===== config.mk =====
export PLATFORM = sky130hd
export DESIGN_NAME = encoder_menu_cursor_unit
export DESIGN_NICKNAME = d
export VERILOG_FILES = /design/src/hdl/emc_pkg.sv /design/src/hdl/encoder_menu_cursor_unit.sv
export SDC_FILE = /design/constraint.sdc
export NUM_CORES = 1
export LEC_CHECK = 0
export BUFFER_PORTS_ARGS = -buffer_cell sky130_fd_sc_hd__clkbuf_2
export CAP_MARGIN = 20
export CORE_ASPECT_RATIO = 1.4
export CORE_MARGIN = 1
export CORE_UTILIZATION = 58
export CTS_CLUSTER_SIZE = 12
export DETAILED_ROUTE_END_ITERATION = 16
export GPL_ROUTABILITY_DRIVEN = 0
export PLACE_DENSITY_LB_ADDON = 0.05
export SYNTH_ARGS = -nofsm -noshare
export SYNTH_HDL_FRONTEND = slang
export SYNTH_SLANG_ARGS = --single-unit

===== constraint.sdc =====
create_clock -name clk_i -period 7.9 [get_ports clk_i]
set_input_delay 1.58 -clock clk_i [delete_from_list [all_inputs] [get_ports clk_i]]
set_output_delay 1.58 -clock clk_i [all_outputs]
set_load 0.01 [all_outputs]

===== src/hdl/emc_pkg.sv =====
// ----------------------------------------------------------------------------
// emc_pkg
// Shared types, register indexes and helpers for the encoder menu cursor.
// ----------------------------------------------------------------------------
package emc_pkg;

  localparam int unsigned PosW      = 32;
  localparam int unsigned DeltaW    = 33;
  localparam int unsigned SumW      = 34;
  localparam int unsigned CountW    = 16;
  localparam int unsigned RowW      = 8;
  localparam int unsigned SelW      = 11;
  localparam int unsigned DivW      = 5;
  localparam int unsigned DivSteps  = 4;
  localparam int unsigned DivCycles = PosW / DivSteps;
  localparam int unsigned DivCntW   = $clog2(DivCycles);
  localparam int unsigned CfgIdxW   = 3;
  localparam int unsigned CfgDataW  = 8;

  localparam logic [CfgIdxW-1:0] RegMenuRows      = 3'd0;
  localparam logic [CfgIdxW-1:0] RegVisibleLines  = 3'd1;
  localparam logic [CfgIdxW-1:0] RegClickShift    = 3'd2;
  localparam logic [CfgIdxW-1:0] RegEncoderDiv    = 3'd3;
  localparam logic [CfgIdxW-1:0] RegControlMode   = 3'd4;

  typedef enum logic [1:0] {
    KIND_ENCODER = 2'd0,
    KIND_UP      = 2'd1,
    KIND_DOWN    = 2'd2,
    KIND_RESTART = 2'd3
  } kind_e;

  typedef enum logic [3:0] {
    ST_IDLE,
    ST_ACCUM,
    ST_LOAD,
    ST_DIVIDE,
    ST_SIGN,
    ST_DIFF,
    ST_APPLY,
    ST_SCROLL,
    ST_DONE
  } state_e;

  // 4 = 1 mod 3, so the sum of base-4 digits keeps the residue
  function automatic logic div_by_3(input logic [SelW-1:0] v);
    logic [11:0] w;
    logic [4:0]  s1;
    logic [2:0]  s2;
    logic [2:0]  s3;
    w  = {1'b0, v};
    s1 = 5'(w[1:0]) + 5'(w[3:2]) + 5'(w[5:4]) + 5'(w[7:6])
       + 5'(w[9:8]) + 5'(w[11:10]);
    s2 = 3'(s1[1:0]) + 3'(s1[3:2]) + 3'(s1[4]);
    s3 = 3'(s2[1:0]) + 3'(s2[2]);
    return (s3 == 3'd0) || (s3 == 3'd3);
  endfunction

endpackage


===== src/hdl/encoder_menu_cursor_unit.sv =====
// ----------------------------------------------------------------------------
// encoder_menu_cursor_unit
// Menu cursor and scrolling window driven by encoder readings and buttons.
// ----------------------------------------------------------------------------
// One word in, one word out. An encoder reading passes through accumulate,
// magnitude, a shared restoring divider retiring four quotient bits per
// cycle, sign, click difference, clamp and scroll. Up and down words go
// straight to clamp and scroll; restart words go straight to the result.
// The input is taken only while the sequencer is idle; a finished result
// waits in its own output register, so the next word may be accepted before
// the previous result has been taken.
module encoder_menu_cursor_unit
  import emc_pkg::*;
(
  input  logic                       clk_i,
  input  logic                       rst_ni,
  input  logic                       in_valid_i,
  output logic                       in_ready_o,
  input  logic [1:0]                 kind_i,
  input  logic signed [7:0]          encoder_change_i,
  output logic                       out_valid_o,
  input  logic                       out_ready_i,
  output logic signed [CountW-1:0]   selected_count_o,
  output logic [RowW-1:0]            cursor_line_o,
  output logic [RowW-1:0]            window_start_o,
  output logic signed [CountW-1:0]   adjust_count_o,
  output logic                       moved_o,
  input  logic                       cfg_we_i,
  input  logic [CfgIdxW-1:0]         cfg_index_i,
  input  logic [CfgDataW-1:0]        cfg_data_i
);

  state_e state_q, state_d;

  logic [7:0]          menu_rows_q;
  logic [4:0]          visible_lines_q;
  logic [1:0]          click_shift_q;
  logic [DivW-1:0]     encoder_div_q;
  logic                control_mode_q;

  kind_e               kind_q;
  logic signed [7:0]   change_q;
  logic [PosW-1:0]     pos_q;
  logic [PosW-1:0]     last_q;
  logic                neg_q;
  logic [PosW-1:0]     quo_q, quo_d;
  logic [DivW-1:0]     rem_q, rem_d;
  logic [DivCntW-1:0]  cnt_q;
  logic signed [DeltaW-1:0] delta_q;
  logic [CountW-1:0]   sel_q;
  logic [RowW-1:0]     row_q;
  logic [RowW-1:0]     first_q;
  logic signed [CountW-1:0] adj_q;
  logic                moved_q;

  logic                out_valid_q;
  logic [CountW-1:0]   out_sel_q;
  logic [RowW-1:0]     out_row_q;
  logic [RowW-1:0]     out_first_q;
  logic [CountW-1:0]   out_adj_q;
  logic                out_moved_q;

  logic                in_fire;
  logic                out_load;
  logic                out_free;

  logic [DivW-1:0]     div_eff;
  logic [7:0]          rows_eff;
  logic [4:0]          lines_eff;
  logic [DeltaW-1:0]   step;
  logic signed [DeltaW-1:0] btn_delta;
  logic [PosW-1:0]     pos_sum;
  logic signed [SumW-1:0] msl;
  logic signed [SumW-1:0] top;
  logic [SelW-1:0]     clamp;
  logic                row_hit;
  logic [RowW-1:0]     row_new;
  logic signed [SumW-1:0] adj_sum;
  logic signed [CountW-1:0] adj_sat;
  logic signed [8:0]   sl;
  logic [RowW-1:0]     first_new;
  logic [DivW:0]       rem6;
  logic [DivW-1:0]     rem_t;
  logic [PosW-1:0]     quo_t;

  assign div_eff   = (encoder_div_q == '0) ? DivW'(1) : encoder_div_q;
  assign rows_eff  = (menu_rows_q == '0) ? 8'd1 : menu_rows_q;
  assign lines_eff = (visible_lines_q == '0) ? 5'd1 : visible_lines_q;

  assign in_fire  = in_valid_i && in_ready_o;
  assign out_free = !out_valid_q || out_ready_i;

  // ---- sequencer -----------------------------------------------------------
  always_comb begin
    state_d = state_q;
    unique case (state_q)
      ST_IDLE: begin
        if (in_fire) begin
          unique case (kind_e'(kind_i))
            KIND_ENCODER: state_d = ST_ACCUM;
            KIND_UP,
            KIND_DOWN:    state_d = ST_APPLY;
            KIND_RESTART: state_d = ST_DONE;
            default:      state_d = ST_DONE;
          endcase
        end
      end
      ST_ACCUM:  state_d = ST_LOAD;
      ST_LOAD:   state_d = ST_DIVIDE;
      ST_DIVIDE: begin
        if (cnt_q == DivCntW'(DivCycles - 1)) begin
          state_d = ST_SIGN;
        end
      end
      ST_SIGN:   state_d = ST_DIFF;
      ST_DIFF:   state_d = ST_APPLY;
      ST_APPLY:  state_d = ST_SCROLL;
      ST_SCROLL: state_d = ST_DONE;
      ST_DONE: begin
        if (out_free) begin
          state_d = ST_IDLE;
        end
      end
      default:   state_d = ST_IDLE;
    endcase
  end

  always_comb begin
    in_ready_o = 1'b0;
    out_load   = 1'b0;
    unique case (state_q)
      ST_IDLE: in_ready_o = 1'b1;
      ST_DONE: out_load   = out_free;
      default: begin
        in_ready_o = 1'b0;
        out_load   = 1'b0;
      end
    endcase
  end

  // ---- shared divider: four restoring steps per cycle ----------------------
  always_comb begin
    rem_t = rem_q;
    quo_t = quo_q;
    rem6  = '0;
    for (int i = 0; i < DivSteps; i++) begin
      rem6  = {rem_t, quo_t[PosW-1]};
      quo_t = {quo_t[PosW-2:0], 1'b0};
      if (rem6 >= {1'b0, div_eff}) begin
        rem6     = rem6 - {1'b0, div_eff};
        quo_t[0] = 1'b1;
      end
      rem_t = rem6[DivW-1:0];
    end
    rem_d = rem_t;
    quo_d = quo_t;
  end

  // ---- move arithmetic -----------------------------------------------------
  always_comb begin
    step      = DeltaW'(click_shift_q) + DeltaW'(1);
    btn_delta = '0;
    if (kind_e'(kind_i) == KIND_UP) begin
      btn_delta = control_mode_q ? DeltaW'(1) : -$signed(step);
    end else begin
      btn_delta = control_mode_q ? -$signed(DeltaW'(1)) : $signed(step);
    end
  end

  assign pos_sum = pos_q + PosW'(change_q);

  always_comb begin
    msl   = $signed(SumW'(sel_q)) + SumW'(delta_q);
    top   = $signed(SumW'({3'b0, rows_eff} << click_shift_q));
    clamp = '0;
    if (msl >= top) begin
      clamp = SelW'({3'b0, rows_eff - 8'd1} << click_shift_q);
    end else if (msl < 0) begin
      clamp = '0;
    end else begin
      clamp = msl[SelW-1:0];
    end
    unique case (click_shift_q)
      2'd0:    row_hit = 1'b1;
      2'd1:    row_hit = (clamp[0] == 1'b0);
      2'd2:    row_hit = div_by_3(clamp);
      2'd3:    row_hit = (clamp[1:0] == 2'b00);
      default: row_hit = 1'b1;
    endcase
    row_new = RowW'(clamp >> click_shift_q);
  end

  always_comb begin
    adj_sum = SumW'(adj_q) + SumW'(delta_q);
    if (adj_sum > SumW'(32767)) begin
      adj_sat = 16'sh7FFF;
    end else if (adj_sum < -SumW'(32768)) begin
      adj_sat = -16'sh8000;
    end else begin
      adj_sat = adj_sum[CountW-1:0];
    end
  end

  always_comb begin
    sl        = $signed({1'b0, row_q}) - $signed({1'b0, first_q});
    first_new = first_q;
    if (rows_eff > {3'b0, lines_eff}) begin
      if (sl >= $signed({4'b0, lines_eff})) begin
        first_new = row_q + 8'd1 - {3'b0, lines_eff};
      end else if (sl < 0) begin
        first_new = row_q;
      end
    end else begin
      first_new = '0;
    end
  end

  // ---- registers -----------------------------------------------------------
  always_ff @(posedge clk_i or negedge rst_ni) begin
    if (!rst_ni) begin
      state_q         <= ST_IDLE;
      menu_rows_q     <= 8'd1;
      visible_lines_q <= 5'd4;
      click_shift_q   <= 2'd0;
      encoder_div_q   <= DivW'(4);
      control_mode_q  <= 1'b0;
      pos_q           <= '0;
      last_q          <= '0;
      sel_q           <= '0;
      row_q           <= '0;
      first_q         <= '0;
      adj_q           <= '0;
      cnt_q           <= '0;
      out_valid_q     <= 1'b0;
    end else begin
      state_q <= state_d;
      if (cfg_we_i) begin
        unique case (cfg_index_i)
          RegMenuRows:     menu_rows_q     <= cfg_data_i;
          RegVisibleLines: visible_lines_q <= cfg_data_i[4:0];
          RegClickShift:   click_shift_q   <= cfg_data_i[1:0];
          RegEncoderDiv:   encoder_div_q   <= cfg_data_i[DivW-1:0];
          RegControlMode:  control_mode_q  <= cfg_data_i[0];
          default:         ;
        endcase
      end
      unique case (state_q)
        ST_IDLE: begin
          if (in_fire && (kind_e'(kind_i) == KIND_RESTART)) begin
            if (control_mode_q) begin
              adj_q <= '0;
            end else begin
              sel_q   <= '0;
              row_q   <= '0;
              first_q <= '0;
            end
          end
        end
        ST_ACCUM:  pos_q <= pos_sum;
        ST_LOAD:   cnt_q <= '0;
        ST_DIVIDE: cnt_q <= cnt_q + DivCntW'(1);
        ST_DIFF:   last_q <= quo_q;
        ST_APPLY: begin
          if (delta_q != '0) begin
            if (control_mode_q) begin
              adj_q <= adj_sat;
            end else begin
              sel_q <= CountW'(clamp);
              if (row_hit) begin
                row_q <= row_new;
              end
            end
          end
        end
        ST_SCROLL: begin
          if (moved_q && !control_mode_q) begin
            first_q <= first_new;
          end
        end
        default: ;
      endcase
      if (out_load) begin
        out_valid_q <= 1'b1;
      end else if (out_ready_i) begin
        out_valid_q <= 1'b0;
      end
    end
  end

  always_ff @(posedge clk_i) begin
    unique case (state_q)
      ST_IDLE: begin
        if (in_fire) begin
          kind_q   <= kind_e'(kind_i);
          change_q <= encoder_change_i;
          delta_q  <= btn_delta;
          moved_q  <= 1'b0;
        end
      end
      ST_LOAD: begin
        neg_q <= pos_q[PosW-1];
        quo_q <= pos_q[PosW-1] ? (PosW'(0) - pos_q) : pos_q;
        rem_q <= '0;
      end
      ST_DIVIDE: begin
        quo_q <= quo_d;
        rem_q <= rem_d;
      end
      ST_SIGN: begin
        if (neg_q) begin
          quo_q <= PosW'(0) - quo_q;
        end
      end
      ST_DIFF: begin
        delta_q <= $signed({quo_q[PosW-1], quo_q}) - $signed({last_q[PosW-1], last_q});
      end
      ST_APPLY: moved_q <= (delta_q != '0) && (kind_q != KIND_RESTART);
      default: ;
    endcase
    if (out_load) begin
      out_sel_q   <= sel_q;
      out_row_q   <= row_q;
      out_first_q <= first_q;
      out_adj_q   <= adj_q;
      out_moved_q <= moved_q;
    end
  end

  assign out_valid_o      = out_valid_q;
  assign selected_count_o = $signed(out_sel_q);
  assign cursor_line_o    = out_row_q;
  assign window_start_o   = out_first_q;
  assign adjust_count_o   = $signed(out_adj_q);
  assign moved_o          = out_moved_q;

endmodule

== Word level (Yosys, flattened, before mapping) ==
Cells that the tools add are included.
Widths: inputs -> output; s select.

* Divide/modulo/power cells: 0
* $mul: 0
* Shifts and indexed selects: 3
* Reductions and logical operators: 39
* Multiplexer cells: 58
* Order comparisons: 11
* Bitwise logic cells: 1
* Add/sub/neg operators: 25
* Equal/unequal tests: 34

{| class="wikitable"
|+ Operator list
! cell !! number
|-
| $mux 16 || 10
|-
| $mux 33 || 4
|-
| $pmux 32 s3 || 1
|-
| $mux 8 || 10
|-
| $pmux 33 s2 || 1
|-
| $mux 32 || 2
|-
| $pmux 16 s2 || 2
|-
| $sub 1x32->32 const A || 2
|-
| $pmux 4 s9 || 1
|-
| $add 16x33->34 || 1
|-
| $add 17x33->34 || 1
|-
| $ge 34x34->1 || 1
|-
| $gt 34x16->1 const B || 1
|-
| $lt 34x1->1 const B || 1
|-
| $lt 34x16->1 const B || 1
|-
| $shl 8x2->34 || 1
|-
| $neg 3->33 || 1
|-
| $reduce_bool 33->1 || 1
|-
| $sub 32x32->33 || 1
|-
| $add 32x32->32 || 1
|-
| $pmux 8 s2 || 2
|-
| $mux 5 || 6
|-
| $ne 2x2->1 const B || 13
|-
| $ge 6x5->1 || 4
|-
| 53 further kinds || 102
|}

* Bits of input ports: 26
* Memories: 0
* Register bits: 272
* Output and inout bits: 51
* Latch bits: 0
* ROM bits: 0
* Memory bits (writable): 0
* Word-level logic and storage cells: 197

== Longest topological paths before layout ==
* Depth in word-level cells: 20
* Mapped depth: 41
* Depth with buffers taken out: 39

== Worst setup path after synthesis ==
OpenSTA, ideal clock, no wires.

* Path type: register to register
* From: register click_shift_q[0]
* To: register row_q[0]
* Library setup time: 79 ps
* Data required time: 7821 ps
* Period minus slack after synthesis: 8639 ps
* Cell stages (with the launch flop): 39
* Arrival: 8560 ps
* Buffers on the path: 4
* Slack: -739 ps
* Cells stage by stage: dfrtp_1 -> clkbuf_1 -> clkbuf_1 -> buf_1 -> mux2i_1 -> a21oi_1 -> inv_1 -> ha_1 -> a21oi_1 -> nor2b_1 -> o21ai_0 -> o21ai_0 -> a2111oi_0 -> o221ai_1 -> or4_4 -> nor4_4 -> nand2_4 -> buf_6 -> [3 not listed] -> inv_1 -> fa_1 -> fa_1 -> inv_1 -> ha_1 -> inv_1 -> fa_1 -> fa_1 -> inv_1 -> fa_1 -> ha_1 -> xnor2_1 -> a311oi_1 -> inv_1 -> nor2_1 -> o211ai_1 -> o211ai_2 -> mux2i_1

* Word-level cells in the longest chain between the ends: 16
* Elaborated cells on any way between the ends: 29
* Those cells by class: add/sub: 8; order compare: 1; eq/ne: 5; shift: 3; mux: 6; bitwise: 1; reduce/logical: 5

{| class="wikitable"
|+ Ends and longest elaborated chain
! item !! line !! RTL
|-
| start: declaration || encoder_menu_cursor_unit.sv:37 || <nowiki>logic [1:0] click_shift_q;</nowiki>
|-
| start signal: assignment || encoder_menu_cursor_unit.sv:241 || <nowiki>RegClickShift: click_shift_q <= cfg_data_i[1:0];</nowiki>
|-
| $shl 8x2->34 || encoder_menu_cursor_unit.sv:174 || <nowiki>top = $signed(SumW'({3'b0, rows_eff} << click_shift_q));</nowiki>
|-
| $ge 34x34->1 || encoder_menu_cursor_unit.sv:176 || <nowiki>if (msl >= top) begin</nowiki>
|-
| $mux 11 || encoder_menu_cursor_unit.sv:176 ||
|-
| $add 2x2->3 || emc_pkg.sv:52 || <nowiki>s1 = 5'(w[1:0]) + 5'(w[3:2]) + 5'(w[5:4]) + 5'(w[7:6])</nowiki>
|-
| $add 3x2->4 || emc_pkg.sv:52 ||
|-
| $add 4x2->5 || emc_pkg.sv:52 ||
|-
| $add 5x2->5 || emc_pkg.sv:53 || <nowiki>+ 5'(w[9:8]) + 5'(w[11:10]);</nowiki>
|-
| $add 5x1->5 || emc_pkg.sv:53 ||
|-
| $add 2x2->3 || emc_pkg.sv:54 || <nowiki>s2 = 3'(s1[1:0]) + 3'(s1[3:2]) + 3'(s1[4]);</nowiki>
|-
| $add 3x1->3 || emc_pkg.sv:54 ||
|-
| $add 2x1->3 || emc_pkg.sv:55 || <nowiki>s3 = 3'(s2[1:0]) + 3'(s2[2]);</nowiki>
|-
| $eq 3x2->1 or $logic_not 3->1 (tied branches) || emc_pkg.sv:56 || <nowiki>return (s3 == 3'd0) || (s3 == 3'd3);</nowiki>
|-
| $logic_or 1x1->1 || emc_pkg.sv:56 ||
|-
| $pmux 1 s4 || encoder_menu_cursor_unit.sv:183 || <nowiki>unique case (click_shift_q)</nowiki>
|-
| $ne 2x2->1 (no source line) || n/a ||
|-
| $reduce_and 6->1 (no source line) || n/a ||
|-
| end signal: assignment || encoder_menu_cursor_unit.sv:270 || <nowiki>row_q <= row_new;</nowiki>
|-
| end: declaration || encoder_menu_cursor_unit.sv:51 || <nowiki>logic [RowW-1:0] row_q;</nowiki>
|}

Parallel ways exist; a longest one is shown, timed or not. The select of a mux whose other input is x is not followed.
A chain may end at the register's enable or synchronous reset.

== Final worst setup path ==
* From: register sel_q[0]
* To: register row_q[0]

* Word-level cells in the longest chain between the ends: 17
* Elaborated cells on any way between the ends: 26
* Those cells by class: add/sub: 9; order compare: 2; eq/ne: 2; shift: 1; mux: 7; bitwise: 1; reduce/logical: 4

{| class="wikitable"
|+ Ends and longest elaborated chain
! item !! line !! RTL
|-
| start: declaration || encoder_menu_cursor_unit.sv:50 || <nowiki>logic [CountW-1:0] sel_q;</nowiki>
|-
| start signal: assignment || encoder_menu_cursor_unit.sv:268 || <nowiki>sel_q <= CountW'(clamp);</nowiki>
|-
| $add 17x33->34 * || encoder_menu_cursor_unit.sv:173 || <nowiki>msl = $signed(SumW'(sel_q)) + SumW'(delta_q);</nowiki>
|-
| $lt 34x1->1 || encoder_menu_cursor_unit.sv:178 || <nowiki>end else if (msl < 0) begin</nowiki>
|-
| $mux 11 || encoder_menu_cursor_unit.sv:178 ||
|-
| $mux 11 * || encoder_menu_cursor_unit.sv:176 ||
|-
| $add 2x2->3 || emc_pkg.sv:52 ||
|-
| $add 3x2->4 || emc_pkg.sv:52 ||
|-
| $add 4x2->5 || emc_pkg.sv:52 ||
|-
| $add 5x2->5 || emc_pkg.sv:53 ||
|-
| $add 5x1->5 || emc_pkg.sv:53 ||
|-
| $add 2x2->3 || emc_pkg.sv:54 ||
|-
| $add 3x1->3 || emc_pkg.sv:54 ||
|-
| $add 2x1->3 || emc_pkg.sv:55 ||
|-
| $eq 3x2->1 or $logic_not 3->1 (tied branches) || emc_pkg.sv:56 ||
|-
| $logic_or 1x1->1 || emc_pkg.sv:56 ||
|-
| $pmux 1 s4 || encoder_menu_cursor_unit.sv:183 ||
|-
| $ne 2x2->1 (no source line) || n/a ||
|-
| $reduce_and 6->1 (no source line) || n/a ||
|}

Mark *: on every way between the ends. The rest lies on a longest branch, timed or not. The select of a mux whose other input is x is not followed.

==> results.md <==
- Status: finished, violations left
- Violated checks: negative setup slack
- Commonest non-fill, non-tap cell in the layout: nand2_1
- R2r setup slk: -0.33 ns
- Io pins: 77
- Dpl cell area: 21700 um2
- Vias in the first global route: 16500
- Slew at the pin closest to its max-slew limit: 1.02 ns
- Max-cap violation count: 0
- Min-delay src: first_q[5]
- Setup TNS: -2.41 ns
- DR vias/cell: 6.01
- Clock tree root buffer cell: clkbuf_16
- F_max: 121 MHz
- Syn-to-layout area delta: 13.0%
- DP Wirelength: 38200 um
- N_diodes: 0
- # rows: 80
- Initial antenna violation count: 0
- CTS clock-pin slew for the worst setup and hold paths: 0.06 ns
- Port Buffer Count: 71
- Crit share post-route: 1.04
- Predominant post-synthesis flop cell: dfrtp_1
- Tmin final: 8.23 ns
- CP Data Required Time: 8.39 ns
- Reg2reg start: sel_q[0]
- Layout cells sized above 1: 0.141
- Fin nets: 2559
- CP Launch Type: register
- TritonCTS sink count: 262
- Most frequent cells in the layout: nand2_1 (227), o21ai_0 (201), ha_1 (180)
- Synth Area per Inst: 9.22 um2
- WL final: 49900 um
- Yosys top cell by area: edfxtp_1
- DRT antenna net count: 0
- Initial Util: 0.592
- Final Hold Viols: 0
- Setup violators final: 8
- Clock Path Buffers: 3
- CTS tree: built
- Tot GR Track Use: 0.279
- Worst min path class: reg -> reg
- Critical Path Most Common Cell: inv_2
- Worst skew pair latency: 0.57 ns
- RR Endpoint: row_q[0]
- Crit Path Category: reg -> reg
- Crit. End Element: register
- Top cell type's share of synthesized area: 0.187
- Die height: 223 um
- Post-route cell area: 22900 um2
- Ys async rst share: 0.519
- DR vias: 16800
- Arr. time, crit path: 8.72 ns
- Worst hold margin: 0.479 ns
- Final Core Density: 0.669
- Crit Path Max Fanout: 8
- Synthesized instance count: 2197
- Drt pass-1 iters: 5
- Largest net degree at the start of global routing: 87
- Warnings from Yosys: 0
- Mean routed wirelength per cell: 17.8 um
- Die width: 160 um
- Number of synthesized flops with an enable pin: 126
- CTS H-tree lvls: 1
- Slowest-stage cell, CP: fa_1
- Top post-synthesis cells by area: edfxtp_1 (19%), dfrtp_1 (16%), ha_1 (12%)
- Synth cell types: 92
- Mapped Area: 20300 um2
- Core area: 34200 um2
- Max Clock Skew: 0.0199 ns
- Max-slew violations: 0
- Number of CTS-inserted buffers: 28
- Worst hold endpoint: window_start_o[5]
- Final WS setup: -0.331 ns
- Reg2Reg Depth: 36
- CP max stage delay: 0.49 ns
- GR Overflow Total: 0
- First-pass GRT wire length: 81500 um
- Die area: 35700 um2
- Slew HR: 0.314
- Post-synthesis sequential area ratio: 0.355
- RSZ-0062 raised after global routing: yes
- Cells on Worst Hold Path: 0
- Yosys reg bits: 262
- 1st-iter DRT viols: 1251
- Post-route DRC: 0
## cells in the mapped netlist (all sizes together) (25+ instances only)
master  number
dfrtp      133
inv        149
nand2      228
nor3        32
edfxtp     126
nor2       136
nand3       45
nor4        36
clkbuf      66
nor2b       26
o21a        27
nand2b      25
ha         187
o21ai      209
o31ai       27
mux2        25
a21oi      124
a21o        54
mux2i       32
xnor2       78
xor2        90
## critical path: cells and delay by family, from the launching register on
family          cells  cell delay (ns)
compound gates      8             1.66
xor+xnor            2             0.26
fa+ha+maj          11             3.69
buf+inv             8             0.58
flops               1             0.41
mux                 2             0.39
simple gates        5             1.13
## how the worst max path moves through the flow
stage          endpoint       start  slack, ns  cells after the start
2_1_floorplan  row_q[0]  delta_q[0]      -0.13                     37
4_1_cts        row_q[0]  delta_q[0]      -0.50                     34
6_report       row_q[0]    sel_q[0]      -0.33                     36
5_1_grt        row_q[0]  delta_q[1]      -0.68                     36
3_3_place_gp   row_q[0]    sel_q[0]      -0.28                     37
3_5_place_dp   row_q[0]    sel_q[0]      -0.67                     38
## timing repair
item | 4_1_cts | 5_1_grt
resized for setup | 14 | 13
endpoints found under the hold margin | 0 | 0
setup endpoints to repair | 13 | 13
pin swaps | 23 | 19
setup buffers | 8 | 3
hold buffers | 0 | 0
cloned | 0 | 0
## through the flow
| stage | worst slack, ns | std cells |
|---|---|---|
| detailed placement | -0.671 | 2735 |
| floorplan | -0.134 | 2201 |
| global route | -0.683 | 2800 |
| CTS | -0.503 | 2794 |
| finish | -0.331 | 2800 |
| global placement | -0.278 | 2734 |
## sequential cells by signal (all words and copies together) (netlist names), 8 cells and up
register and cells:
adj_q 16, last_q 32, menu_rows_q 8, sel_q 11, quo_q 32, first_q 8, adjust_count_o 16, change_q 8
cursor_line_o 8, row_q 8, selected_count_o 11, window_start_o 8, delta_q 33, pos_q 32
## area by class of cell
type / count / area [um2]
tap: 451 / 564
timing repair buffer: 181 / 1230
clock buffer: 45 / 856
multi-input combinational: 1705 / 12400
clock inverter: 6 / 76.3
inverter: 150 / 563
sequential: 262 / 7190
fill: 2817 / 11300
## logic make-up after synthesis
group	share of synthesized area
AND/OR/NAND/NOR	0.150
AO/OA/AOI/OAI	0.203
flip-flops	0.355
buffers and inverters	0.0455
adder cells (fa/ha/maj)	0.133
XOR/XNOR	0.0727
multiplexers	0.0403
other	0.000185
## metal layers
metal  up-vias  global-route usage  wire length, um
met1      8016               0.311            19600
met5         -                   0                0
met4         0               0.130             2270
met2       386               0.530            26400
met3       133              0.0258             1630
li1       8298                   -                -
Power is left out: the tool's default activity adds up to more than one toggle a clock period on the data nets, which glitch-free logic cannot reach.
